**src/rtl/adsc_ram.sv**
```systemverilog
// ----------------------------------------------------------------------------
// adsc_ram
// Generic single-write, single-read synchronous RAM with registered read.
// ----------------------------------------------------------------------------
module adsc_ram #(
  parameter int unsigned WIDTH = 8,
  parameter int unsigned DEPTH = 256
) (
  input  logic                     clk,
  input  logic                     wr_en,
  input  logic [$clog2(DEPTH)-1:0] wr_addr,
  input  logic [WIDTH-1:0]         wr_data,
  input  logic                     rd_en,
  input  logic [$clog2(DEPTH)-1:0] rd_addr,
  output logic [WIDTH-1:0]         rd_data
);

  logic [WIDTH-1:0] mem [DEPTH];

  always_ff @(posedge clk) begin
    if (wr_en) begin
      mem[wr_addr] <= wr_data;
    end
    if (rd_en) begin
      rd_data <= mem[rd_addr];
    end
  end

endmodule

```
**config.mk**
```make
export PLATFORM = sky130hd
export DESIGN_NAME = adsc_ram
export DESIGN_NICKNAME = d
export VERILOG_FILES = /design/src/rtl/adsc_ram.sv
export SDC_FILE = /design/constraint.sdc
export NUM_CORES = 2
export LEC_CHECK = 0
export BUFFER_PORTS_ARGS = -buffer_cell sky130_fd_sc_hd__buf_2
export CAP_MARGIN = 10
export CORE_AREA = 2 2 464 582
export CTS_CLUSTER_SIZE = 25
export DETAILED_ROUTE_END_ITERATION = 8
export DIE_AREA = 0 0 466 584
export MAX_ROUTING_LAYER = met4
export SYNTH_ARGS = -nofsm -noshare
export SYNTH_HDL_FRONTEND = slang
export SYNTH_SLANG_ARGS = --single-unit
```
**constraint.sdc**
```tcl
create_clock -name clk -period 2.65 [get_ports clk]
set_clock_uncertainty 0.15 [all_clocks]
set_input_delay 0.265 -clock clk [delete_from_list [all_inputs] [get_ports clk]]
set_output_delay 0.265 -clock clk [all_outputs]
set_load 0.01 [all_outputs]
```
Word-level counts from Yosys, hierarchy flattened
Memories as Yosys holds them, arrays and structs flattened. A register that Yosys moved wholly into a read port is not among the register bits.
Cells that the tools add are included.
W data, S select, Z words.
{ "op_classes": {"add_sub_neg": 0, "n_mul": 0, "div_mod_pow": 0, "n_lt_le_gt_ge": 0, "n_eq_ne": 0, "n_shift": 0, "muxes": 2, "bitwise": 0, "n_reduce_logical": 0} }
{ "ops": {"columns": ["op", "n"], "rows": [
  ["$mux W1", 2]
]} }
{ "word_totals": {"ff_bits": 0, "latchBits": 0, "ramBits": 2048, "rom_bits": 0, "input_bits": 27, "output_inout_bits": 8, "word_cells": 3, "memories": 1} }
{ "mem_list": {"columns": ["memory", "words", "width", "read_ports", "rd_clocked_by_memory_dff", "wr", "line", "text"], "rows": [
  ["mem", 256, 8, 1, 1, 1, "18", "logic [WIDTH-1:0] mem [DEPTH];"]
]} }

Longest topological paths before layout
{ "logic_depth": {"ltp_word": 2, "mapped_depth": 11, "mapped_depth_nobuf": 6} }

Worst setup path after synthesis
OpenSTA, ideal clock, no wires.
{ "synth_timing": {"path_type": "input port to flip-flop", "start": "in rd_addr[0]", "end": "reg rd_data[2] (read register of mem) (data pin)", "setup_time_ps": 269, "arrival_ps": 2072, "required_time_ps": 2231, "setup_slack_ps": 159, "path_stages": 9, "path_buffers": 4, "path_cell_list": "buf_6 buf_12 buf_8 buf_2 mux4_2 a22oi_1 a21oi_1 nor4_1 nor4_2"} }
{ "synth_lines": {"columns": ["item", "line", "text"], "rows": [
  ["from (decl)", "14", "input logic [$clog2(DEPTH)-1:0] rd_addr,"],
  ["to (decl)", "15", "output logic [WIDTH-1:0] rd_data"]
]} }

==> results by stage <==
Status:
- The run finished with clean final reports.

Clock tree:
- The total clock buffers created by CTS is 189.
- The longest clock path from root to sink contains 4 buffers.
- The clock sink count is 2056.
- The root buffer cell chosen for the clock tree is sky130_fd_sc_hd__clkbuf_16.
- The clock latency on the worst-skew pair is 840 ps.
- The CTS H-tree depth is 4.
- After clock tree synthesis, the clock-pin slew on the worst setup and hold paths is 60 ps.
- The CTS tree is built.

Drt:
- Across all layers, the routed design uses 40500 vias.
- After the first detailed-routing iteration, the DRC count stood at 4007.
- After detailed routing, the average wire length per cell comes to 26.0 µm.
- The residual antenna-violating net count after detailed routing is 0.
- The sum of routed wire length over all layers is 210000 µm.
- The DRC violations left is 0.
- The via-per-instance ratio is 5.02.
- The first-pass detailed-route iteration total is 5.

Yosys:
- In the post-synthesis netlist, the cell with the most instances is sky130_fd_sc_hd__edfxtp_1.
- The area share of the leading cell type in the synthesized netlist is 77.5%.
- After synthesis, the share of flip-flops with an asynchronous set or reset is 0%.
- In the synthesized netlist the dominant register cell turns out to be sky130_fd_sc_hd__edfxtp_1.
- After synthesis, the netlist uses 54 different library cells.
- Counting every net in the synthesized netlist gives 3760.
- Counting flops with a built-in enable in the synthesized netlist gives 2056.
- The post-synthesis cell type with the largest combined area is sky130_fd_sc_hd__edfxtp_1.
- The count of yosys warnings during synthesis is 0.
- In this run, synthesis produced a sequential element count of 2056.
- The area of the mapped netlist is 0.0796 mm².
- In the synthesized netlist, the cells that appear most often are sky130_fd_sc_hd__edfxtp_1 (2056), sky130_fd_sc_hd__mux4_2 (454), sky130_fd_sc_hd__nor2_1 (282).
- The number of instances in the synthesized netlist is 3733.
- Yosys attributes the largest share of cell area to sky130_fd_sc_hd__edfxtp_1 (78%), sky130_fd_sc_hd__mux4_2 (13%), sky130_fd_sc_hd__mux2i_1 (1.7%).
- A synthesized cell averages 21.3 µm².
- The share of synthesized area occupied by flip-flops and latches is 77.5%.

Place:
- Routability-driven placement finished with a final weighted congestion of 0.860.
- The placed instances occupy a cell area of 0.0890 mm².
- The post-DP HPWL is 141000 µm.
- The number of port buffers is 34.
- Counting tap cells, the placed design contains a total of 7729 instances.

Power and ir drop:
- The overall power consumption is 65.7 mW.
- The total leakage power is 30.1 nW.
- The maximum vdd drop is 448 µV.
- The power density of the placed cells is 691 mW/mm².

Floorplan:
- The floorplan core area is 0.266 mm².
- The top-level port count is 35.
- The number of core rows is 212.
- The y dimension of the die is 584 µm.
- The die width is 466 µm.
- The initial cell density of the core is 29.9%.
- The die covers 0.272 mm².

Global route:
- The highest-utilization routing layer at the global route stage is met2.
- In the global route stage, met1 resource usage came out at 18.4%.
- For this run, global-route usage on met3 was measured as 1.88%.
- The global-route wire length before repair is 301000 µm.
- The via count of the first global-routing pass is 41500.
- Global routing finished with a remaining overflow of 0.
- The initial antenna violation count is 14.
- The met2 usage in global routing is 27.4%.
- In the global route stage, overall resource usage came out at 15.6%.
- Entering global routing, the biggest net connects 92 pins.

Critical path:
- The critical path data arrival time is 3020 ps.
- STA classifies the critical path startpoint as a register.
- The data required time of the critical path is 3040 ps.
- The largest fanout on the critical path is 1.
- The kind of critical path is reg -> reg.
- The category of the worst setup path capture point is a register.

STA:
- The shortest period the worst path allows is 2630 ps.
- The hold violation total from the final report is 0.
- The final-report max-slew violation count was 0.
- The post-route clock period utilization is 99.2%.
- Hold timing on the final database bottoms out at a slack of 37.7 ps.
- For this run, the top clock speed supported by timing is 380 MHz.
- In this run the tightest slew margin relative to its limit is 45.8%.
- Setup repair after global routing could not meet its margin everywhere.
- Setup violations remaining at the end of the flow were counted as 0.
- At the pin with the least slew margin, the transition time is 813 ps.

Layout:
- Relative to the synthesized area, the layout overhead comes to 19.4%.
- The number of cells in the finished layout apart from fillers is 8074.
- Cells with a size suffix above 1 make up 31.7% of the layout.
- In the final design database the tool counted 4427 nets.
- The final instance area is 0.0951 mm².

Flow run:
- The count of max-cap constraint violations is 0.

Hold path:
- The classification of the worst-slack hold path is in -> reg.
==> critical path: stages (launching register included) <==
cell and delay, ps:
sky130_fd_sc_hd__edfxtp_1 350, sky130_fd_sc_hd__mux4_2 530, sky130_fd_sc_hd__a22o_1 270, sky130_fd_sc_hd__a221oi_1 200
sky130_fd_sc_hd__buf_4 150, sky130_fd_sc_hd__o221ai_2 200, sky130_fd_sc_hd__a211oi_4 270, sky130_fd_sc_hd__buf_4 160
sky130_fd_sc_hd__nor4_1 40
==> area by class of cell <==
type,count,area [µm²]
repair buffers,709,6470
clock buffers,234,4940
flip-flops and latches,2056,61700
well taps,3531,4420
multi-input cells,1442,16700
fillers,24300,171000
inverters,2,7.51
diodes,7,17.5
clock inverters,93,785
==> final timing paths <==
check / from / to / slack [ps] / cells past startpoint
worst min-delay path: wr_addr[4] / mem[176][0] / 40 / 4
worst max register to register: mem[27][5] / rd_data[5] / 20 / 8
worst min register to register: mem[61][3] / rd_data[3] / 1040 / 5
worst max-delay path: mem[27][5] / rd_data[5] / 20 / 8
==> power by group <==
group          internal (mW)  switching [mW]
sequential              35.8          0.0555
combinational           1.53            2.27
clock                   14.4            11.6
total                   51.8            13.9
==> metrics by stage <==
| step | utilization, % | setup TNS (ps) | setup slack (ps) |
|---|---|---|---|
| 2_1_floorplan | - | 0 | 159 |
| 3_3_place_gp | 33.5 | -7870 | -1270 |
| 3_5_place_dp | 33.5 | -7670 | -1230 |
| 4_1_cts | 35.7 | 0 | 1.32 |
| 5_1_grt | 35.7 | -12.8 | -12.8 |
| 6_report | 35.7 | 0 | 21.4 |
==> logic make-up (layout without fill, tap and decap cells) <==
| logic type | count (synthesis) | count (layout) | share of synthesized area, % |
|---|---|---|---|
| AOI/OAI and AO/OA | 385 | 385 | 3.42 |
| other | 0 | 7 | 0 |
| DFF | 2056 | 2056 | 77.5 |
| and+or+nand+nor | 466 | 466 | 2.63 |
| muxes | 591 | 591 | 14.6 |
| buffers and inverters | 235 | 1038 | 1.83 |
==> state kept, by name (all words and copies together), names as in the netlist <==
name and count:
mem 2048, rd_data 8
==> per-layer routing <==
layer,vias up,routed length (µm)
met5,-,0
met4,0,8280
met3,359,11700
met2,1449,111000
met1,21700,78900
li1,17000,-
==> layout by cell type (no fill, tap or decap), drive strengths merged, types with 27 or more instances in the layout <==
| cell type | count |
|---|---|
| a21oi | 96 |
| a22oi | 133 |
| buf | 692 |
| clkbuf | 237 |
| clkinv | 74 |
| edfxtp | 2056 |
| mux2i | 134 |
| mux4 | 456 |
| nand2 | 33 |
| nand3 | 34 |
| nor2 | 282 |
| nor2b | 31 |
| nor4 | 27 |
| o221ai | 47 |
| o22ai | 28 |
==> timing repair <==
item / 4_1_cts / 5_1_grt
hold buffers: 14 / 0
setup buffers: 0 / 0
endpoints found under the hold margin: 869 / 0
gates resized for setup: 29 / 8
endpoints found under the setup margin: 8 / 5
pin swaps: 6 / 0
Note: power is estimated with default switching activity, not from simulation.
