--- config.mk ---
export PLATFORM = sky130hd
export DESIGN_NAME = adsc_seq_flat
export DESIGN_NICKNAME = d
export VERILOG_FILES = /design/src/rtl/adsc_pkg.sv /design/src/rtl/adsc_if.sv /design/src/rtl/adsc_seq.sv /design/src/flat_wrapper.sv
export SDC_FILE = /design/constraint.sdc
export NUM_CORES = 1
export LEC_CHECK = 0
export BUFFER_PORTS_ARGS = -buffer_cell sky130_fd_sc_hd__buf_2
export CORE_UTILIZATION = 38
export CTS_BUF_LIST = sky130_fd_sc_hd__clkbuf_8
export DETAILED_ROUTE_END_ITERATION = 12
export GPL_TIMING_DRIVEN = 0
export MAX_ROUTING_LAYER = met4
export PLACE_DENSITY = 0.82
export SLEW_MARGIN = 20
export SYNTH_ARGS = -nofsm -noshare
export SYNTH_HDL_FRONTEND = slang
export SYNTH_SLANG_ARGS = --single-unit
--- constraint.sdc ---
create_clock -name clk -period 2 [get_ports clk]
set_clock_uncertainty 0.2 [all_clocks]
set_input_delay 0.2 -clock clk [delete_from_list [all_inputs] [get_ports clk]]
set_output_delay 0.2 -clock clk [all_outputs]
set_load 0.03 [all_outputs]
--- src/rtl/adsc_pkg.sv ---
// ----------------------------------------------------------------------------
// adsc_pkg
// Shared types, constants and the palette for the attribute display
// scanline generator.
// ----------------------------------------------------------------------------
package adsc_pkg;

  localparam int unsigned TOP_BORDER_LINES    = 48;
  localparam int unsigned BOTTOM_BORDER_LINES = 56;
  localparam int unsigned SIDE_BORDER_PIXELS  = 32;

  localparam int unsigned DISPLAY_COLS = 256;
  localparam int unsigned DISPLAY_ROWS = 192;
  localparam int unsigned FRAME_LINES  =
    TOP_BORDER_LINES + DISPLAY_ROWS + BOTTOM_BORDER_LINES;

  localparam int unsigned BITMAP_BYTES = 6144;
  localparam int unsigned ATTR_BYTES   = 768;
  localparam int unsigned STORE_BYTES  = BITMAP_BYTES + ATTR_BYTES;

  localparam int unsigned KIND_W   = 2;
  localparam int unsigned OFFSET_W = 13;
  localparam int unsigned DATA_W   = 8;
  localparam int unsigned PORT_W   = 16;
  localparam int unsigned LINE_W   = 9;
  localparam int unsigned GROUP_W  = 6;
  localparam int unsigned COLOR_W  = 4;
  localparam int unsigned RGB_W    = 24;
  localparam int unsigned BORDER_W = 3;

  localparam int unsigned BITMAP_AW = $clog2(BITMAP_BYTES);
  localparam int unsigned ATTR_AW   = $clog2(ATTR_BYTES);

  localparam logic [BORDER_W-1:0] BORDER_RESET = 3'd7;
  localparam logic [7:0]          LEVEL_BASE   = 8'hD8;
  localparam logic [7:0]          LEVEL_BRIGHT = 8'hFF;

  typedef enum logic [KIND_W-1:0] {
    KIND_STORE  = 2'd0,
    KIND_PORT   = 2'd1,
    KIND_RENDER = 2'd2
  } kind_t;

  typedef enum logic {
    SEQ_IDLE,
    SEQ_RENDER
  } seq_state_t;

  // One pixel request from the sequencer to the pixel stage.
  typedef struct packed {
    logic                valid;
    logic                disp;
    logic [2:0]          bitpos;
    logic                phase;
    logic [BORDER_W-1:0] border;
    logic                last;
  } pix_issue_t;

  function automatic logic [RGB_W-1:0] palette_rgb(input logic [COLOR_W-1:0] idx);
    logic [7:0] lvl;
    lvl = idx[3] ? LEVEL_BRIGHT : LEVEL_BASE;
    palette_rgb = {idx[1] ? lvl : 8'h00, idx[2] ? lvl : 8'h00, idx[0] ? lvl : 8'h00};
  endfunction

endpackage

--- src/rtl/adsc_if.sv ---
// ----------------------------------------------------------------------------
// adsc_if
// Request and pixel channels of the attribute display scanline generator.
// ----------------------------------------------------------------------------
interface adsc_in_if import adsc_pkg::*; ();
  logic                valid;
  logic                ready;
  logic [KIND_W-1:0]   kind;
  logic [OFFSET_W-1:0] store_offset;
  logic [DATA_W-1:0]   data;
  logic [PORT_W-1:0]   port_addr;
  logic [LINE_W-1:0]   line;
  logic [GROUP_W-1:0]  group;
  logic                flash_phase;

  modport source (output valid, kind, store_offset, data, port_addr, line, group,
                  flash_phase, input ready);
  modport sink (input valid, kind, store_offset, data, port_addr, line, group,
                flash_phase, output ready);
endinterface


--- src/rtl/adsc_seq.sv ---
// ----------------------------------------------------------------------------
// adsc_seq
// Request decoder and pixel sequencer: store writes, border port, and
// one bitmap/attribute fetch per pixel of a render request.
// ----------------------------------------------------------------------------
module adsc_seq import adsc_pkg::*; (
  input  logic                 clk,
  input  logic                 rst_n,
  adsc_in_if.sink              in_chan,
  input  logic                 take,
  output pix_issue_t           issue,
  output logic                 bmp_we,
  output logic [BITMAP_AW-1:0] bmp_waddr,
  output logic                 atr_we,
  output logic [ATTR_AW-1:0]   atr_waddr,
  output logic [DATA_W-1:0]    wdata,
  output logic [BITMAP_AW-1:0] bmp_raddr,
  output logic [ATTR_AW-1:0]   atr_raddr
);

  localparam logic [LINE_W:0] ROW_FIRST = (LINE_W+1)'(TOP_BORDER_LINES);
  localparam logic [LINE_W:0] ROW_END   = (LINE_W+1)'(TOP_BORDER_LINES + DISPLAY_ROWS);
  localparam logic [LINE_W:0] COL_FIRST = (LINE_W+1)'(SIDE_BORDER_PIXELS);
  localparam logic [LINE_W:0] COL_END   = (LINE_W+1)'(SIDE_BORDER_PIXELS + DISPLAY_COLS);
  localparam logic [OFFSET_W-1:0] BMP_LIMIT   = OFFSET_W'(BITMAP_BYTES);
  localparam logic [OFFSET_W-1:0] STORE_LIMIT = OFFSET_W'(STORE_BYTES);

  seq_state_t          state_r, state_nxt;
  logic [2:0]          cnt_r, cnt_nxt;
  logic [LINE_W-1:0]   line_r;
  logic [GROUP_W-1:0]  group_r;
  logic                phase_r;
  logic [BORDER_W-1:0] border_r, border_nxt;

  logic                accept;
  logic                is_render;
  logic [LINE_W:0]     line_ext;
  logic [LINE_W:0]     x_ext;
  logic [LINE_W:0]     row_diff;
  logic [LINE_W:0]     col_diff;
  logic [7:0]          row;
  logic [7:0]          col;
  logic                in_rows;
  logic                in_cols;
  logic [OFFSET_W-1:0] atr_off;

  assign accept    = in_chan.valid && in_chan.ready;
  assign is_render = kind_t'(in_chan.kind) == KIND_RENDER;

  always_comb begin
    state_nxt = state_r;
    case (state_r)
      SEQ_IDLE: begin
        if (accept && is_render) begin
          state_nxt = SEQ_RENDER;
        end
      end
      SEQ_RENDER: begin
        if (take && cnt_r == 3'd7) begin
          state_nxt = SEQ_IDLE;
        end
      end
      default: state_nxt = SEQ_IDLE;
    endcase
  end

  always_comb begin
    cnt_nxt    = cnt_r;
    border_nxt = border_r;
    if (accept && is_render) begin
      cnt_nxt = 3'd0;
    end else if (state_r == SEQ_RENDER && take) begin
      cnt_nxt = cnt_r + 3'd1;
    end
    if (accept && kind_t'(in_chan.kind) == KIND_PORT && !in_chan.port_addr[0]) begin
      border_nxt = in_chan.data[BORDER_W-1:0];
    end
  end

  always_ff @(posedge clk) begin
    if (!rst_n) begin
      state_r  <= SEQ_IDLE;
      cnt_r    <= 3'd0;
      border_r <= BORDER_RESET;
    end else begin
      state_r  <= state_nxt;
      cnt_r    <= cnt_nxt;
      border_r <= border_nxt;
    end
  end

  always_ff @(posedge clk) begin
    if (accept && is_render) begin
      line_r  <= in_chan.line;
      group_r <= in_chan.group;
      phase_r <= in_chan.flash_phase;
    end
  end

  // Pixel position and display addressing for the current pixel.
  always_comb begin
    line_ext  = {1'b0, line_r};
    x_ext     = {1'b0, group_r, cnt_r};
    row_diff  = line_ext - ROW_FIRST;
    col_diff  = x_ext - COL_FIRST;
    row       = row_diff[7:0];
    col       = col_diff[7:0];
    in_rows   = line_ext >= ROW_FIRST && line_ext < ROW_END;
    in_cols   = x_ext >= COL_FIRST && x_ext < COL_END;
    bmp_raddr = {row[7:6], row[2:0], row[5:3], col[7:3]};
    atr_raddr = {row[7:3], col[7:3]};
  end

  always_comb begin
    in_chan.ready = state_r == SEQ_IDLE;

    issue.valid  = state_r == SEQ_RENDER;
    issue.disp   = in_rows && in_cols;
    issue.bitpos = col[2:0];
    issue.phase  = phase_r;
    issue.border = border_r;
    issue.last   = cnt_r == 3'd7;

    atr_off   = in_chan.store_offset - BMP_LIMIT;
    wdata     = in_chan.data;
    bmp_waddr = in_chan.store_offset;
    atr_waddr = atr_off[ATTR_AW-1:0];
    bmp_we    = accept && kind_t'(in_chan.kind) == KIND_STORE &&
                in_chan.store_offset < BMP_LIMIT;
    atr_we    = accept && kind_t'(in_chan.kind) == KIND_STORE &&
                in_chan.store_offset >= BMP_LIMIT && in_chan.store_offset < STORE_LIMIT;
  end

endmodule

--- src/flat_wrapper.sv ---
// flat-port wrapper written by rule: the top's interface ports become plain ports
module adsc_seq_flat import adsc_pkg::*;
  (clk, rst_n, take, issue, bmp_we, bmp_waddr, atr_we, atr_waddr, wdata, bmp_raddr, atr_raddr, in_chan_valid, in_chan_kind, in_chan_store_offset, in_chan_data, in_chan_port_addr, in_chan_line, in_chan_group, in_chan_flash_phase, in_chan_ready);
  adsc_in_if in_chan_i ();
  input  logic clk;
  input  logic rst_n;
  input  logic take;
  output pix_issue_t issue;
  output logic bmp_we;
  output logic [BITMAP_AW-1:0] bmp_waddr;
  output logic atr_we;
  output logic [ATTR_AW-1:0] atr_waddr;
  output logic [DATA_W-1:0] wdata;
  output logic [BITMAP_AW-1:0] bmp_raddr;
  output logic [ATTR_AW-1:0] atr_raddr;
  input wire logic [$bits(in_chan_i.valid)-1:0] in_chan_valid;
  input wire logic [$bits(in_chan_i.kind)-1:0] in_chan_kind;
  input wire logic [$bits(in_chan_i.store_offset)-1:0] in_chan_store_offset;
  input wire logic [$bits(in_chan_i.data)-1:0] in_chan_data;
  input wire logic [$bits(in_chan_i.port_addr)-1:0] in_chan_port_addr;
  input wire logic [$bits(in_chan_i.line)-1:0] in_chan_line;
  input wire logic [$bits(in_chan_i.group)-1:0] in_chan_group;
  input wire logic [$bits(in_chan_i.flash_phase)-1:0] in_chan_flash_phase;
  output wire logic [$bits(in_chan_i.ready)-1:0] in_chan_ready;
  assign in_chan_i.valid = in_chan_valid;
  assign in_chan_i.kind = in_chan_kind;
  assign in_chan_i.store_offset = in_chan_store_offset;
  assign in_chan_i.data = in_chan_data;
  assign in_chan_i.port_addr = in_chan_port_addr;
  assign in_chan_i.line = in_chan_line;
  assign in_chan_i.group = in_chan_group;
  assign in_chan_i.flash_phase = in_chan_flash_phase;
  assign in_chan_ready = in_chan_i.ready;
  adsc_seq u_core (.clk(clk), .rst_n(rst_n), .in_chan(in_chan_i), .take(take), .issue(issue), .bmp_we(bmp_we), .bmp_waddr(bmp_waddr), .atr_we(atr_we), .atr_waddr(atr_waddr), .wdata(wdata), .bmp_raddr(bmp_raddr), .atr_raddr(atr_raddr));
endmodule
Word-level counts from Yosys, hierarchy flattened --
Cells that the tools add are included.
Operators by class: $add $sub $neg 4, magnitude comparators 7, equality and inequality tests 3, muxes and demuxes 3, bitwise operators 2, reduce and logical (&&, ||, !) cells 16
Operators with widths (count):
- $lt 13x13->1 const B | 2
- $ge 9x6->1 const B | 2
- $sub 8x6->8 const B | 2
- $ge 13x13->1 const B | 1
- $logic_and 1x1->1 | 13
- $sub 10x1->10 const B | 1
- $lt 9x8->1 const B | 1
- $lt 9x9->1 const B | 1
- $add 3x1->3 const B | 1
- $eq 3x3->1 const B | 1
- $eq 2x1->1 const B | 1
- $eq 2x2->1 const B | 1
- $logic_not 2->1 | 1
- $mux 1 | 2
- $not 1->1 | 2
- $pmux 1 s2 | 1
- $reduce_or 2->1 | 1
- $logic_not 1->1 | 1
Word-level totals: register bits 23, output and inout port bits 67, word-level logic and storage cells 41

Depth between registers and ports, before layout --
depth after elaboration 5, depth in mapped cells 5, gate-level depth less buffers 5

Worst setup path after synthesis --
Ideal clock, no wire load.
path kind register to output, start point register u_core.cnt_r[0], end point output port issue[8] (netlist name), data arrival time 2.581 ns, data required time 1.600 ns, path slack -0.981 ns, stages on the path, launching flop included 6, path buffers 0, cell sequence dfxtp_1 > inv_1 > ha_1 > nor4bb_1 > a211oi_1 > a2111oi_0
RTL lines:
- from (decl) | RTL line adsc_seq.sv:29 | logic [2:0] cnt_r, cnt_nxt;
- from (signal assigned) | RTL line adsc_seq.sv:87 | cnt_r <= cnt_nxt;
- to (decl) | RTL line flat_wrapper.sv:8 | output pix_issue_t issue;

==> results.cfg <==
[die]
core_um2 = 3420
pin_count = 126
start_util = 0.408
die_w_um = 62.6
rows = 21
die_area_um2 = 3910
die_h_um = 62.6

[route]
routed-via-count = 1255
antenna_left = 0
drtPass1Iterations = 3
drt-initial-drc-count = 7
routed_wl_um = 3260
wl_per_cell_um = 11.1
vias_per_cell = 4.27
drc = 0

[place]
dp_slack_ns = 0.0275
gp_congestion = 0.737
port_buffers = 97
dp_hpwl_um = 2430

[timing]
post-route-period-util = 1.02
hold_violations = 0
slew_viol_final = 0
min_period_ns = 2.03
relSlewSlack = 0.674
tightest_slew_ns = 0.489
fmax_mhz = 492
fin_setup_tns_ns = -0.0318
rsz0062_at_grt = yes
setup_slack_ns = -0.0318
setup_viol_count_final = 1

[critical_path]
crit_path_start_kind = flip-flop
cp.arrival_ns = 1.63
cp_max_fo = 3
cp-end-kind = output pin
r2r_slack_ns = 0.19
regToRegStartpoint = u_core.state_r
rr_endpoint = u_core.border_r[2]
critical_path_class = flip-flop to output pin
crit_required_ns = 1.60
ff2ff_path_depth = 5

[clock_tree]
cts.sinks = 23
cts_buffers = 3
clk_latency_ns = 0.25
htree_num_levels = 1
cts.clk_slew.worst_paths_ns = 0.07
ctsRootBufferMaster = clkbuf_8
cts_tree = yes
cts_max_path_buffers = 2

[global_route]
grt_pass1_wl_um = 5120
grt_usage = 0.169
grtUsageMet3 = 0.0255
grt_pass1_vias = 1207
grt_overflow = 0
antenna_found_initial = 0
busiest_layer = met2
use_met1 = 0.160
grtUsageMet2 = 0.351
grt_max_degree = 19

[power]
p_int_uw = 816
pwr-share-comb = 0.302
ir_drop_uv = 343
power_switching_uw = 338
power_density_nw_per_um2 = 512
clockPowerShare = 0.236
p_leak_uw = 0.00111
p_sw_frac = 0.293
pwr-share-seq = 0.462

[logic_synthesis]
synth_cell_types = 25
synth_flop_cell = edfxtp_1
seq_area_frac_synth = 0.445
async_reset_ff_frac = 0
ys_seq_elements = 23
synth_nets = 193
synth-edff-count = 16
synth_warnings = 0
avgSynthCellArea_um2 = 10.9
netlist_instances = 128
syn_area_um2 = 1390

[final_layout]
fin_nets = 314
nFillCells = 293
area_delta_synth_final_pct = 61.6
drive_above_1_share = 0.669
antenna_cells = 0

[status]
status = complete, but fails checks
violations = negative setup slack

[worst_hold_path]
holdPathEnd = u_core.border_r[0]
hold_depth = 3
hold_class = input port to flip-flop
hp-start = in_chan_data[0]

[job]
maxCapViolations = 0
## synthesized netlist by cell type, drive strengths merged, types with 2 or more instances
master / n / area (um2)
a2111oi: 2 / 36.3
nand2: 5 / 18.8
xnor2: 2 / 17.5
a21oi: 5 / 25.0
ha: 6 / 75.1
and4bb: 2 / 25.0
edfxtp: 16 / 480
dfxtp: 7 / 140
xor2: 2 / 17.5
o21ai: 3 / 15.0
buf: 49 / 368
nand3: 5 / 25.0
nand3b: 3 / 22.5
nand2b: 2 / 12.5
nor2: 4 / 15.0
inv: 7 / 26.3
## through the flow
step	utilization	cells	total power [uW]	instance area [um2]	hold slack [ns]
final	0.659	294	1150	2250	0.0151
after floorplan	-	128	764	1420	0.0718
after detailed placement	0.575	271	860	1960	0.178
after global routing	0.659	294	1210	2250	0.0307
after CTS	0.659	294	1170	2250	0.00744
after global placement	0.575	271	855	1960	0.176
## per-layer routing
layer,vias to the layer above,share of wire
met1,550,0.35
met3,2,0.075
li1,633,-
met4,0,0.0043
met2,70,0.57
met5,-,0
## state kept, by name (all words and copies together), names as in the netlist
| name | count |
|---|---|
| u_core.border_r | 3 |
| u_core.group_r | 6 |
| u_core.cnt_r | 3 |
| u_core.line_r | 9 |
| u_core.phase_r | 1 |
| u_core.state_r | 1 |
## repair_timing
item,4_1_cts,5_1_grt
resized for setup,14,2
hold buffers,18,0
setup endpoints to repair,2,1
hold endpoints to repair,19,0
pin swaps,4,1
buffers inserted,1,0
## area by class of cell
type                       instances  area (um2)  area share
multi-input combinational         49         448       0.199
clock buffer                       3        41.3      0.0183
buffer                            49         368       0.163
tap                               46        57.6      0.0256
clock inverter                     1        3.75     0.00167
timing repair buffer             116         678       0.301
inverter                           7        28.8      0.0128
sequential                        23         627       0.278
## cell families after synthesis
kind of cell	Yosys count	synth area share
fa+ha+maj	6	0.0539
simple gates	25	0.115
compound gates	14	0.0781
flops	23	0.445
xor+xnor	4	0.0251
buf+inv	56	0.283
## power by group through the flow
| stage | combinational (uW) | sequential, uW | clock [uW] |
|---|---|---|---|
| after detailed placement | 315 | 545 | 0 |
| after global placement | 310 | 545 | 0 |
| after global routing | 370 | 535 | 302 |
| after CTS | 349 | 533 | 285 |
| after floorplan | 215 | 549 | 0 |
| final | 348 | 533 | 273 |
## critical path: stages (launching register included)
cell	delay (ns)
edfxtp_1	0.39
inv_1	0.11
ha_2	0.24
nand2b_4	0.08
a2111oi_4	0.34
buf_4	0.21
## worst max path at each step
stage,cells past startpoint,slack (ns),endpoint,from
5_1_grt,5,-0.12,issue[8],u_core.group_r[2]
3_5_place_dp,6,0.03,issue[8],u_core.cnt_r[0]
6_report,5,-0.03,issue[8],u_core.group_r[2]
4_1_cts,5,-0.05,issue[8],u_core.group_r[2]
2_1_floorplan,5,-0.001,issue[8],u_core.cnt_r[0]
3_3_place_gp,6,0.04,issue[8],u_core.cnt_r[0]
## cell usage in the layout (no fill, tap or decap), types with 2 or more instances in the layout
cell type	instances
ha_1	4
clkbuf_8	3
o21ai_0	3
edfxtp_1	16
a21oi_1	5
nor2_1	4
buf_4	52
dfxtp_2	2
dlygate4sd3_1	18
inv_1	6
nand2_1	5
a2111oi_4	2
xnor2_1	2
nand3_1	5
nand3b_1	3
dfxtp_1	4
buf_2	95
and4bb_2	2
No activity file was read; power rests on OpenSTA's default activity.
