<file path="config.mk">
export PLATFORM = sky130hd
export DESIGN_NAME = adsc_pix_flat
export DESIGN_NICKNAME = d
export VERILOG_FILES = /design/src/rtl/adsc_pkg.sv /design/src/rtl/adsc_if.sv /design/src/rtl/adsc_pix.sv /design/src/flat_wrapper.sv
export SDC_FILE = /design/constraint.sdc
export NUM_CORES = 1
export LEC_CHECK = 0
export CAP_MARGIN = 15
export CORE_MARGIN = 4
export CORE_UTILIZATION = 65
export DETAILED_ROUTE_END_ITERATION = 10
export DONT_BUFFER_PORTS = 1
export GPL_TIMING_DRIVEN = 0
export PLACE_DENSITY = 0.92
export SLEW_MARGIN = 10
export SYNTH_ARGS = -nofsm -noshare
export SYNTH_HDL_FRONTEND = slang
export SYNTH_SLANG_ARGS = --single-unit
</file>
<file path="constraint.sdc">
create_clock -name clk -period 3.2 [get_ports clk]
set_clock_uncertainty 0.1 [all_clocks]
set_input_delay 0.96 -clock clk [delete_from_list [all_inputs] [get_ports clk]]
set_output_delay 0.96 -clock clk [all_outputs]
set_load 0.05 [all_outputs]
</file>
<file path="src/rtl/adsc_pkg.sv">
// ----------------------------------------------------------------------------
// adsc_pkg
// Shared types, constants and the palette for the attribute display
// scanline generator.
// ----------------------------------------------------------------------------
package adsc_pkg;

  localparam int unsigned TOP_BORDER_LINES    = 48;
  localparam int unsigned BOTTOM_BORDER_LINES = 56;
  localparam int unsigned SIDE_BORDER_PIXELS  = 32;

  localparam int unsigned DISPLAY_COLS = 256;
  localparam int unsigned DISPLAY_ROWS = 192;
  localparam int unsigned FRAME_LINES  =
    TOP_BORDER_LINES + DISPLAY_ROWS + BOTTOM_BORDER_LINES;

  localparam int unsigned BITMAP_BYTES = 6144;
  localparam int unsigned ATTR_BYTES   = 768;
  localparam int unsigned STORE_BYTES  = BITMAP_BYTES + ATTR_BYTES;

  localparam int unsigned KIND_W   = 2;
  localparam int unsigned OFFSET_W = 13;
  localparam int unsigned DATA_W   = 8;
  localparam int unsigned PORT_W   = 16;
  localparam int unsigned LINE_W   = 9;
  localparam int unsigned GROUP_W  = 6;
  localparam int unsigned COLOR_W  = 4;
  localparam int unsigned RGB_W    = 24;
  localparam int unsigned BORDER_W = 3;

  localparam int unsigned BITMAP_AW = $clog2(BITMAP_BYTES);
  localparam int unsigned ATTR_AW   = $clog2(ATTR_BYTES);

  localparam logic [BORDER_W-1:0] BORDER_RESET = 3'd7;
  localparam logic [7:0]          LEVEL_BASE   = 8'hD8;
  localparam logic [7:0]          LEVEL_BRIGHT = 8'hFF;

  typedef enum logic [KIND_W-1:0] {
    KIND_STORE  = 2'd0,
    KIND_PORT   = 2'd1,
    KIND_RENDER = 2'd2
  } kind_t;

  typedef enum logic {
    SEQ_IDLE,
    SEQ_RENDER
  } seq_state_t;

  // One pixel request from the sequencer to the pixel stage.
  typedef struct packed {
    logic                valid;
    logic                disp;
    logic [2:0]          bitpos;
    logic                phase;
    logic [BORDER_W-1:0] border;
    logic                last;
  } pix_issue_t;

  function automatic logic [RGB_W-1:0] palette_rgb(input logic [COLOR_W-1:0] idx);
    logic [7:0] lvl;
    lvl = idx[3] ? LEVEL_BRIGHT : LEVEL_BASE;
    palette_rgb = {idx[1] ? lvl : 8'h00, idx[2] ? lvl : 8'h00, idx[0] ? lvl : 8'h00};
  endfunction

endpackage

</file>
<file path="src/rtl/adsc_if.sv">


interface adsc_out_if import adsc_pkg::*; ();
  logic               valid;
  logic               ready;
  logic [COLOR_W-1:0] pal_index;
  logic [RGB_W-1:0]   pixel_rgb;
  logic               last;

  modport source (output valid, pal_index, pixel_rgb, last, input ready);
  modport sink (input valid, pal_index, pixel_rgb, last, output ready);
endinterface

</file>
<file path="src/rtl/adsc_pix.sv">
// ----------------------------------------------------------------------------
// adsc_pix
// Pixel stage: waits for fetched bitmap and attribute bytes, resolves
// ink/paper/flash or border, and holds the pixel in the output register.
// ----------------------------------------------------------------------------
module adsc_pix import adsc_pkg::*; (
  input  logic        clk,
  input  logic        rst_n,
  input  pix_issue_t  issue,
  output logic        take,
  input  logic [7:0]  bits_rd,
  input  logic [7:0]  attr_rd,
  adsc_out_if.source  out_chan
);

  pix_issue_t         s1_r;
  logic               s1_valid_r, s1_valid_nxt;
  logic               out_valid_r, out_valid_nxt;
  logic [COLOR_W-1:0] color_r;
  logic [RGB_W-1:0]   rgb_r;
  logic               last_r;

  logic               adv;
  logic               set;
  logic [COLOR_W-1:0] ink;
  logic [COLOR_W-1:0] paper;
  logic [COLOR_W-1:0] idx;
  logic [2:0]         sel;

  assign adv  = s1_valid_r && (!out_valid_r || out_chan.ready);
  assign take = !s1_valid_r || adv;

  always_comb begin
    sel   = 3'd7 - s1_r.bitpos;
    ink   = {attr_rd[6], attr_rd[2:0]};
    paper = attr_rd[6:3];
    set   = bits_rd[sel] ^ (attr_rd[7] && s1_r.phase);
    if (s1_r.disp) begin
      idx = set ? ink : paper;
    end else begin
      idx = {1'b0, s1_r.border};
    end
  end

  always_comb begin
    s1_valid_nxt  = s1_valid_r;
    out_valid_nxt = out_valid_r;
    if (take) begin
      s1_valid_nxt = issue.valid;
    end
    if (adv) begin
      out_valid_nxt = 1'b1;
    end else if (out_chan.ready) begin
      out_valid_nxt = 1'b0;
    end
  end

  always_ff @(posedge clk) begin
    if (!rst_n) begin
      s1_valid_r  <= 1'b0;
      out_valid_r <= 1'b0;
    end else begin
      s1_valid_r  <= s1_valid_nxt;
      out_valid_r <= out_valid_nxt;
    end
  end

  always_ff @(posedge clk) begin
    if (take && issue.valid) begin
      s1_r <= issue;
    end
    if (adv) begin
      color_r <= idx;
      rgb_r   <= palette_rgb(idx);
      last_r  <= s1_r.last;
    end
  end

  assign out_chan.valid     = out_valid_r;
  assign out_chan.pal_index = color_r;
  assign out_chan.pixel_rgb = rgb_r;
  assign out_chan.last      = last_r;

endmodule

</file>
<file path="src/flat_wrapper.sv">
// flat-port wrapper written by rule: the top's interface ports become plain ports
module adsc_pix_flat import adsc_pkg::*;
  (clk, rst_n, issue, take, bits_rd, attr_rd, out_chan_valid, out_chan_pal_index, out_chan_pixel_rgb, out_chan_last, out_chan_ready);
  adsc_out_if out_chan_i ();
  input  logic clk;
  input  logic rst_n;
  input  pix_issue_t issue;
  output logic take;
  input  logic [7:0] bits_rd;
  input  logic [7:0] attr_rd;
  output wire logic [$bits(out_chan_i.valid)-1:0] out_chan_valid;
  output wire logic [$bits(out_chan_i.pal_index)-1:0] out_chan_pal_index;
  output wire logic [$bits(out_chan_i.pixel_rgb)-1:0] out_chan_pixel_rgb;
  output wire logic [$bits(out_chan_i.last)-1:0] out_chan_last;
  input wire logic [$bits(out_chan_i.ready)-1:0] out_chan_ready;
  assign out_chan_valid = out_chan_i.valid;
  assign out_chan_pal_index = out_chan_i.pal_index;
  assign out_chan_pixel_rgb = out_chan_i.pixel_rgb;
  assign out_chan_last = out_chan_i.last;
  assign out_chan_i.ready = out_chan_ready;
  adsc_pix u_core (.clk(clk), .rst_n(rst_n), .issue(issue), .take(take), .bits_rd(bits_rd), .attr_rd(attr_rd), .out_chan(out_chan_i));
endmodule
</file>
**Yosys cells after proc, flatten, opt, wreduce, memory -nomap -nowiden**

Cells that the tools add are included.

- Logic and storage cells: 30
- Bits in registers: 40
- Input port bits: 29

- $add $sub $neg: 1
- Bitwise logic cells: 1
- Reduce and logical (&&, ||, !) cells: 8
- Order comparisons: 1
- Muxes and demuxes: 7

Operator list:

| cell | count |
|---|---|
| 2-to-1 mux 6 bit | 1 |
| less-than comparator 3 x 4 -> 1 bit (second input constant) | 1 |
| 2-to-1 mux 4 bit | 1 |
| binary-select mux 1 bit (select 3 bit) | 1 |
| logical AND 1 bit | 3 |
| 2-to-1 mux 1 bit | 3 |
| 2-to-1 mux 3 bit | 1 |
| subtractor 3 bit (first input constant) | 1 |
| zero test 1 bit | 2 |
| logical OR 1 bit | 2 |
| nonzero test 2 bit | 1 |
| bitwise XOR 1 bit | 1 |

**Logic depth before layout (Yosys ltp)**

Gate-level depths: netlist of the first run.

- Depth after elaboration: 7
- Mapped depth: 4

**Worst setup path before layout of the first run**

OpenSTA, ideal clock, no wires.

- Path kind: input to output
- From: input port out_chan_ready
- To: output port take
- Setup slack: 656 ps
- Path buffers: 0
- Required time: 2140 ps
- Stages on the path: 2
- Arrival time: 1484 ps
- Cells stage by stage: nor2b_1 nand2_1

- Longest elaborated chain between the ends: 3

RTL lines:

| element | line | source |
|---|---|---|
| from (decl) | flat_wrapper.sv:15 | `input wire logic [$bits(out_chan_i.ready)-1:0] out_chan_ready;` |
| logical OR 1 bit | adsc_pix.sv:30 | `assign adv = s1_valid_r && (!out_valid_r \|\| out_chan.ready);` |
| logical AND 1 bit | adsc_pix.sv:30 |  |
| logical OR 1 bit | adsc_pix.sv:31 | `assign take = !s1_valid_r \|\| adv;` |
| to (decl) | flat_wrapper.sv:8 | `output logic take;` |

No other way between the ends.

**Worst setup path after layout of the first run**

- From: register u_core.out_valid_r, in the netlist u_core.out_chan.valid
- To: output port take

- Longest elaborated chain between the ends: 4

RTL lines:

| element | line | source |
|---|---|---|
| from (decl) | adsc_pix.sv:18 | `logic out_valid_r, out_valid_nxt;` |
| from (signal assigned) | adsc_pix.sv:64 | `out_valid_r <= out_valid_nxt;` |
| zero test 1 bit | adsc_pix.sv:30 |  |
| logical OR 1 bit | adsc_pix.sv:30 |  |
| logical AND 1 bit | adsc_pix.sv:30 |  |
| logical OR 1 bit | adsc_pix.sv:31 |  |

No other way between the ends.

==> run_results.csv, run 1 <==
group,metric,value,unit
worst_setup_path,path_max_fanout,4,
global_routing,grtUsageTotal,0.162,
sta,finalSetupViolCount,0,
detailed_routing,drt_iter0_drc,4,
logic_synthesis,syn-cell-area,1120,um2
sta,rsz0062_at_grt,"false",
clocking,post_cts_resized,0,
floorplan,ios,60,
sta,hold_ws,336,ps
sta,maxSlewHeadroom,0.413,
detailed_routing,drc,0,
detailed_routing,vias,676,
detailed_routing,wl_met1,663,um
power,power_frac_comb,0.188,
min_path,min_path_cells,0,
floorplan,coreArea,1560,um2
detailed_routing,via_per_inst,6.20,
layout,drive_gt1_frac,0.269,
place,gp_congestion,0.773,
power,p_clk_frac,0.236,
clocking,postCtsSetupBuffers,0,
detailed_routing,dr.pass1.iters,4,
clocking,cts.sinks,22,
worst_setup_path,end_kind,"output pin",
logic_synthesis,synth_cell_types,19,
sta,finalHoldViolCount,0,
sta,layout_min_cycle_time,2700,ps
detailed_routing,wl_met2,903,um
min_path,hold_end,"u_core.out_chan.last$_DFFE_PP_",
detailed_routing,wl_per_cell,17.2,um
power,swShare,0.321,
logic_synthesis,ys_seq_area_frac,0.572,
layout,fillers,103,
sta,slew_viol_final,0,
place,dp_worst_setup_slack,595,ps
min_path,hold_path_class,"register to register",
layout,final_nets,123,
worst_setup_path,start_kind,"register",
power,internal-power,445,uW
sta,layout_setup_ws,501,ps
floorplan,initial_core_util,0.718,
worst_setup_path,crit-reg2reg-launch,"u_core.out_chan.valid$_SDFFE_PN0P_",
global_routing,grt_max_degree,13,
sta,tightest_slew,879,ps
sta,fin_tns_setup,0,ps
detailed_routing,ant_nets,0,
worst_setup_path,r2r_slack,1080,ps
layout,syn_to_final_growth,5.03,%
global_routing,antenna_found_initial,0,
floorplan,rows,14,
logic_synthesis,yosysWarnings,0,
power,p_per_area,558,nW/um2
sta,post-route-period-util,0.843,
floorplan,dieArea,2450,um2
floorplan,die_w,49.5,um
clocking,cts_tree,"built",
detailed_routing,routed.top_layer,"met4",
logic_synthesis,synth_seq_cells,22,
worst_setup_path,r2r_end,"u_core.s1_r[4]$_DFFE_PP_",
global_routing,grt_pass1_vias,695,
place,port_buffers,0,
worst_setup_path,reg2reg_depth,3,
power,p_leak,0.435,nW
worst_setup_path,cp.required,2140,ps
sta,fmaxAchievable,371,MHz
power,finalPower,656,uW
detailed_routing,dr_wl_met3,278,um
place,dp_cells,105,
detailed_routing,drt_wl_total,1870,um
layout,antenna_cells,0,
clocking,clockBufferDepth,2,
floorplan,die_h,49.5,um
power,power_frac_seq,0.576,
run,cap_violations,0,
worst_setup_path,path_class,"register to output pin",
place,post-dp-hpwl,1500,um
clocking,clkSlewWorstSetupHoldPaths,120,ps
clocking,cts-root-buf,"clkbuf_4",
clocking,numCtsBuffers,3,
layout,finalNonFillerCells,109,
clocking,clk_latency,310,ps
global_routing,grt_overflow_total,0,
power,ir_drop,0.393,mV
logic_synthesis,syn_inst,89,
logic_synthesis,syn_nets,118,
clocking,holdBufCountCts,0,
min_path,worstHoldStart,"u_core.s1_r[0]$_DFFE_PP_",
logic_synthesis,synth_area_per_cell,12.6,um2
clocking,htree_levels,1,
run_status,status,"complete, no violations",
power,p_switching,210,uW
worst_setup_path,cp.arrival,1640,ps
global_routing,grt_pass1_wl,2990,um
flip-flops by register name, indices dropped and copies added (netlist names):
name	count
u_core.out_chan.pixel_rgb	6
u_core.out_chan.valid	1
u_core.out_chan.pal_index	4
u_core.out_chan.last	1
u_core.s1_r	9
u_core.s1_valid_r	1
Yosys cell counts:
library cell | n | share of area
nand4_1 | 3 | 0.017
a21oi_1 | 1 | 0.0045
nor2b_1 | 3 | 0.017
o2111ai_1 | 3 | 0.023
nand2_1 | 11 | 0.037
mux2_1 | 3 | 0.030
mux2i_1 | 3 | 0.027
mux2i_4 | 1 | 0.020
and2_1 | 3 | 0.017
clkbuf_1 | 2 | 0.0067
o21a_1 | 1 | 0.0067
xnor2_1 | 1 | 0.0078
or3_1 | 3 | 0.017
mux4_2 | 2 | 0.040
edfxtp_1 | 20 | 0.54
buf_4 | 18 | 0.12
dfxtp_1 | 2 | 0.036
inv_1 | 3 | 0.010
nand3_1 | 6 | 0.027
power groups by stage:
stage                     combinational [mW]  sequential (mW)  clock (mW)
after floorplan                        0.114            0.382           0
after global placement                 0.120            0.384           0
after detailed placement               0.124            0.385           0
after CTS                              0.124            0.378       0.155
after global routing                   0.131            0.381       0.165
final                                  0.123            0.378       0.155
how the worst max path moves through the flow:
stage,startpoint,depth (start not counted),endpoint
after floorplan,out_chan_ready,2,take
after global placement,out_chan_ready,2,take
after detailed placement,out_chan_ready,2,take
after CTS,u_core.out_chan.valid$_SDFFE_PN0P_,2,take
after global routing,u_core.out_chan.valid$_SDFFE_PN0P_,2,take
final,u_core.out_chan.valid$_SDFFE_PN0P_,2,take
layer usage:
layer  vias up  global-route usage
li1        312                   -
met1       312               0.152
met2        49               0.297
met3         3              0.0753
met4         0              0.0691
met5         -                   0
cells in the final DEF, fill, tap and decap left out:
master     instances
edfxtp_1          20
buf_4             18
nand2_1           11
nand3_1            6
nor2b_1            3
inv_1              3
mux2_1             3
and2_1             3
nand4_1            3
or3_1              3
o2111ai_1          3
mux2i_1            3
clkbuf_4           3
clkbuf_1           2
mux4_2             2
dfxtp_1            2
mux2i_4            1
o21a_1             1
a21oi_1            1
xnor2_1            1
clkbuf_8           1
area by class of cell:
type	count	area (um2)	share of cell area
clock buffer	4	36.3	0.0309
tap	16	20.0	0.0170
inverter	3	11.3	0.00957
sequential	22	641	0.545
buffer	20	143	0.121
multi-input combinational	44	325	0.277
cell families (layout without fill, tap and decap cells):
kind of cell           after synthesis  after routing  synth area share
AND/OR/NAND/NOR                     29             29             0.131
buffers and inverters               23             27             0.137
flip-flops                          22             22             0.572
multiplexers                         9              9             0.117
AO/OA/AOI/OAI                        5              5            0.0346
XOR/XNOR                             1              1           0.00782
per-stage QoR:
stage	instance area [um2]	util
after detailed placement	1140	0.731
after global placement	1140	0.731
after global routing	1180	0.754
after floorplan	1120	-
after CTS	1180	0.754
final	1180	0.754
critical path, stage by stage, from the launching register on:
cell	delay, ps
dfxtp_1	650
nor2b_1	310
nand2_1	360
Power figures use the tool's default switching activity.
==> inputs of run 2 (changes only) <==
Settings changed: ABC_AREA set to 1, CORE_ASPECT_RATIO set to 0.7, CORE_UTILIZATION 65 to 54, PLACE_DENSITY 0.92 to 0.83.
Clock period 3.2 ns to 2.4 ns, I/O delays scaled along.
==> run 2 against run 1 <==
Net effect:
- routed wire length is 8.6% lower
- critical path depth fell by 1
- sequential share of layout area up 2.2 points
- synthesized area shrank 6.6%
- synthesized cell count up 11%
- total power rose by 38%
- worst setup slack lost 340 ps
- sequential cell count did not move
- via count down 3.1%
- register-to-register slack lost 530 ps
- count of clock-buffer cells in the layout is 1 lower
- largest power group unchanged
==> run_results.csv, run 2 <==
group,metric,value,unit
logic_synthesis,synthArstFlopShare,0,
detailed_routing,drt_iter0_drc,22,
clocking,cts.sinks,22,
logic_synthesis,yosys.area.top_type,"edfxtp_1",
layout,final_common_cell,"nand2_1",
global_routing,antenna_found_initial,0,
sta,rsz0062_at_grt,"false",
run_status,status,"complete, no violations",
layout,syn_to_final_growth,8.13,%
logic_synthesis,syn_nets,128,
sta,finalHoldViolCount,0,
global_routing,grt_max_degree,14,
clocking,clockBufferDepth,2,
detailed_routing,drc,0,
logic_synthesis,yosysWarnings,0,
clocking,htree_levels,1,
layout,fillers,153,
floorplan,coreArea,1850,um2
power,finalPower,906,uW
place,gp_congestion,0.748,
min_path,hold_path_class,"register to register",
layout,antenna_cells,0,
detailed_routing,ant_nets,0,
worst_setup_path,r2r_slack,550,ps
worst_setup_path,path_class,"register to output pin",
layout,top_register,"u_core.s1_r",
sta,post-route-period-util,0.931,
logic_synthesis,synth_most_common_cell,"nand2_1",
place,dp_worst_setup_slack,339,ps
min_path,min_path_cells,0,
min_path,hold_end,"u_core.out_chan.last$_DFFE_PP_",
clocking,holdBufCountCts,0,
floorplan,initial_core_util,0.564,
place,port_buffers,0,
sta,fmaxAchievable,447,MHz
logic_synthesis,synthTopCellsByArea,"edfxtp_1, buf_4, nand2_1",
clocking,clkSlewWorstSetupHoldPaths,120,ps
floorplan,die_w,60.6,um
logic_synthesis,syn-cell-area,1050,um2
worst_setup_path,crit-reg2reg-launch,"u_core.out_chan.valid$_SDFFE_PN0P_",
logic_synthesis,synth_area_per_cell,10.6,um2
layout,multi_input_area,223,um2
logic_synthesis,synth_edf_count,20,
worst_setup_path,reg2reg_depth,1,
layout,final_nets,133,
worst_setup_path,path_max_fanout,4,
sta,tightest_slew,961,ps
worst_setup_path,path_buf_inv,0,
run,cap_violations,0,
worst_setup_path,cp.required,1580,ps
worst_setup_path,path_cells,"nand3_2",
clocking,cts_tree,"built",
sta,maxSlewHeadroom,0.360,
logic_synthesis,ys_seq_area_frac,0.612,
detailed_routing,wl_per_cell,13.7,um
power,p_leak,0.510,nW
worst_setup_path,start_kind,"register",
layout,most-common-layout-cells,"nand2_1, edfxtp_1, buf_4",
sta,layout_min_cycle_time,2240,ps
worst_setup_path,cp_top_family,"flip-flops",
floorplan,ios,60,
worst_setup_path,r2r_end,"u_core.out_chan.pal_index[2]$_DFFE_PP_",
min_path,worstHoldStart,"u_core.s1_r[0]$_DFFE_PP_",
sta,finalSetupViolCount,0,
place,post-dp-hpwl,1460,um
detailed_routing,dr.pass1.iters,4,
logic_synthesis,synth_seq_cells,22,
floorplan,rows,13,
global_routing,grt_overflow_total,0,
floorplan,dieArea,2720,um2
detailed_routing,drt_wl_total,1710,um
worst_setup_path,cp.arrival,1420,ps
logic_synthesis,synth.top_cell.area_share,0.574,
layout,seqCellArea,641,um2
clocking,post_cts_resized,1,
global_routing,grt_pass1_vias,626,
global_routing,grtUsageTotal,0.127,
layout,drive_gt1_frac,0.262,
worst_setup_path,critPathMaxStageDelay,710,ps
logic_synthesis,synth_cell_types,11,
global_routing,grt_pass1_wl,2480,um
layout,largest_register_ffs,9,
clocking,postCtsSetupBuffers,0,
worst_setup_path,end_kind,"output pin",
power,p_per_area,801,nW/um2
logic_synthesis,synth_top_flop_cell,"edfxtp_1",
clocking,numCtsBuffers,3,
sta,slew_viol_final,0,
sta,layout_setup_ws,165,ps
clocking,clk_latency,300,ps
layout,post-route-util,0.610,
sta,fin_tns_setup,0,ps
power,ir_drop,0.542,mV
logic_synthesis,syn_inst,99,
layout,finalNonFillerCells,125,
detailed_routing,via_per_inst,5.24,
floorplan,die_h,44.8,um
place,dp_cells,121,
clocking,cts-root-buf,"clkbuf_4",
logic_synthesis,synth_common_cells,"nand2_1, edfxtp_1, buf_4",
detailed_routing,vias,655,
worst_setup_path,slowest_stage,"dfxtp_1",
==> run 2: changes by cell type in the layout (fill, tap and decap cells not counted), moves of 4 or more <==
cell and delta:
nand2_1 +10, nand3_1 +5, inv_1 +10, nand3_2 +4
==> run 2: cells by family (layout without fill, tap and decap cells) <==
logic type             count (synthesis)  count (layout)  share of synthesized area
buffers and inverters                 32              36                      0.179
AND/OR/NAND/NOR                       42              42                      0.194
flip-flops                            22              22                      0.612
AO/OA/AOI/OAI                          3               3                     0.0143
==> run 2: how the worst max path moves through the flow <==
stage	slack (ps)	startpoint	to	cells past startpoint
2_1_floorplan	380	out_chan_ready	take	2
3_3_place_gp	350	u_core.out_chan.valid$_SDFFE_PN0P_	take	1
3_5_place_dp	340	u_core.out_chan.valid$_SDFFE_PN0P_	take	1
4_1_cts	160	u_core.out_chan.valid$_SDFFE_PN0P_	take	1
5_1_grt	90	u_core.out_chan.valid$_SDFFE_PN0P_	take	1
6_report	160	u_core.out_chan.valid$_SDFFE_PN0P_	take	1
==> run 2: through the flow <==
step / hold WS (ps) / cell area (um2)
3_5_place_dp: 314 / 1070
6_report: 340 / 1130
3_3_place_gp: 308 / 1070
2_1_floorplan: 300 / 1050
5_1_grt: 350 / 1130
4_1_cts: 342 / 1130
==> run 2: area by class of cell <==
| type | instances | area share |
|---|---|---|
| tap | 22 | 0.0243 |
| multi-input combinational | 45 | 0.197 |
| clock buffer | 3 | 0.0199 |
| clock inverter | 1 | 0.0265 |
| inverter | 14 | 0.0465 |
| sequential | 22 | 0.566 |
| buffer | 18 | 0.119 |
==> run 2: routing by layer <==
metal  wire, um  track usage  up-vias
li1           -            -      315
met1        614        0.135      289
met2        840        0.220       49
met3        236       0.0686        2
met4         20       0.0346        0
met5          0            0        -
==> run 2: report_power, final <==
group / internal, mW / leakage [nW] / switching [mW]
combinational: 0.0364 / 0.272 / 0.0986
clock: 0.169 / 0.0279 / 0.103
sequential: 0.446 / 0.210 / 0.0529
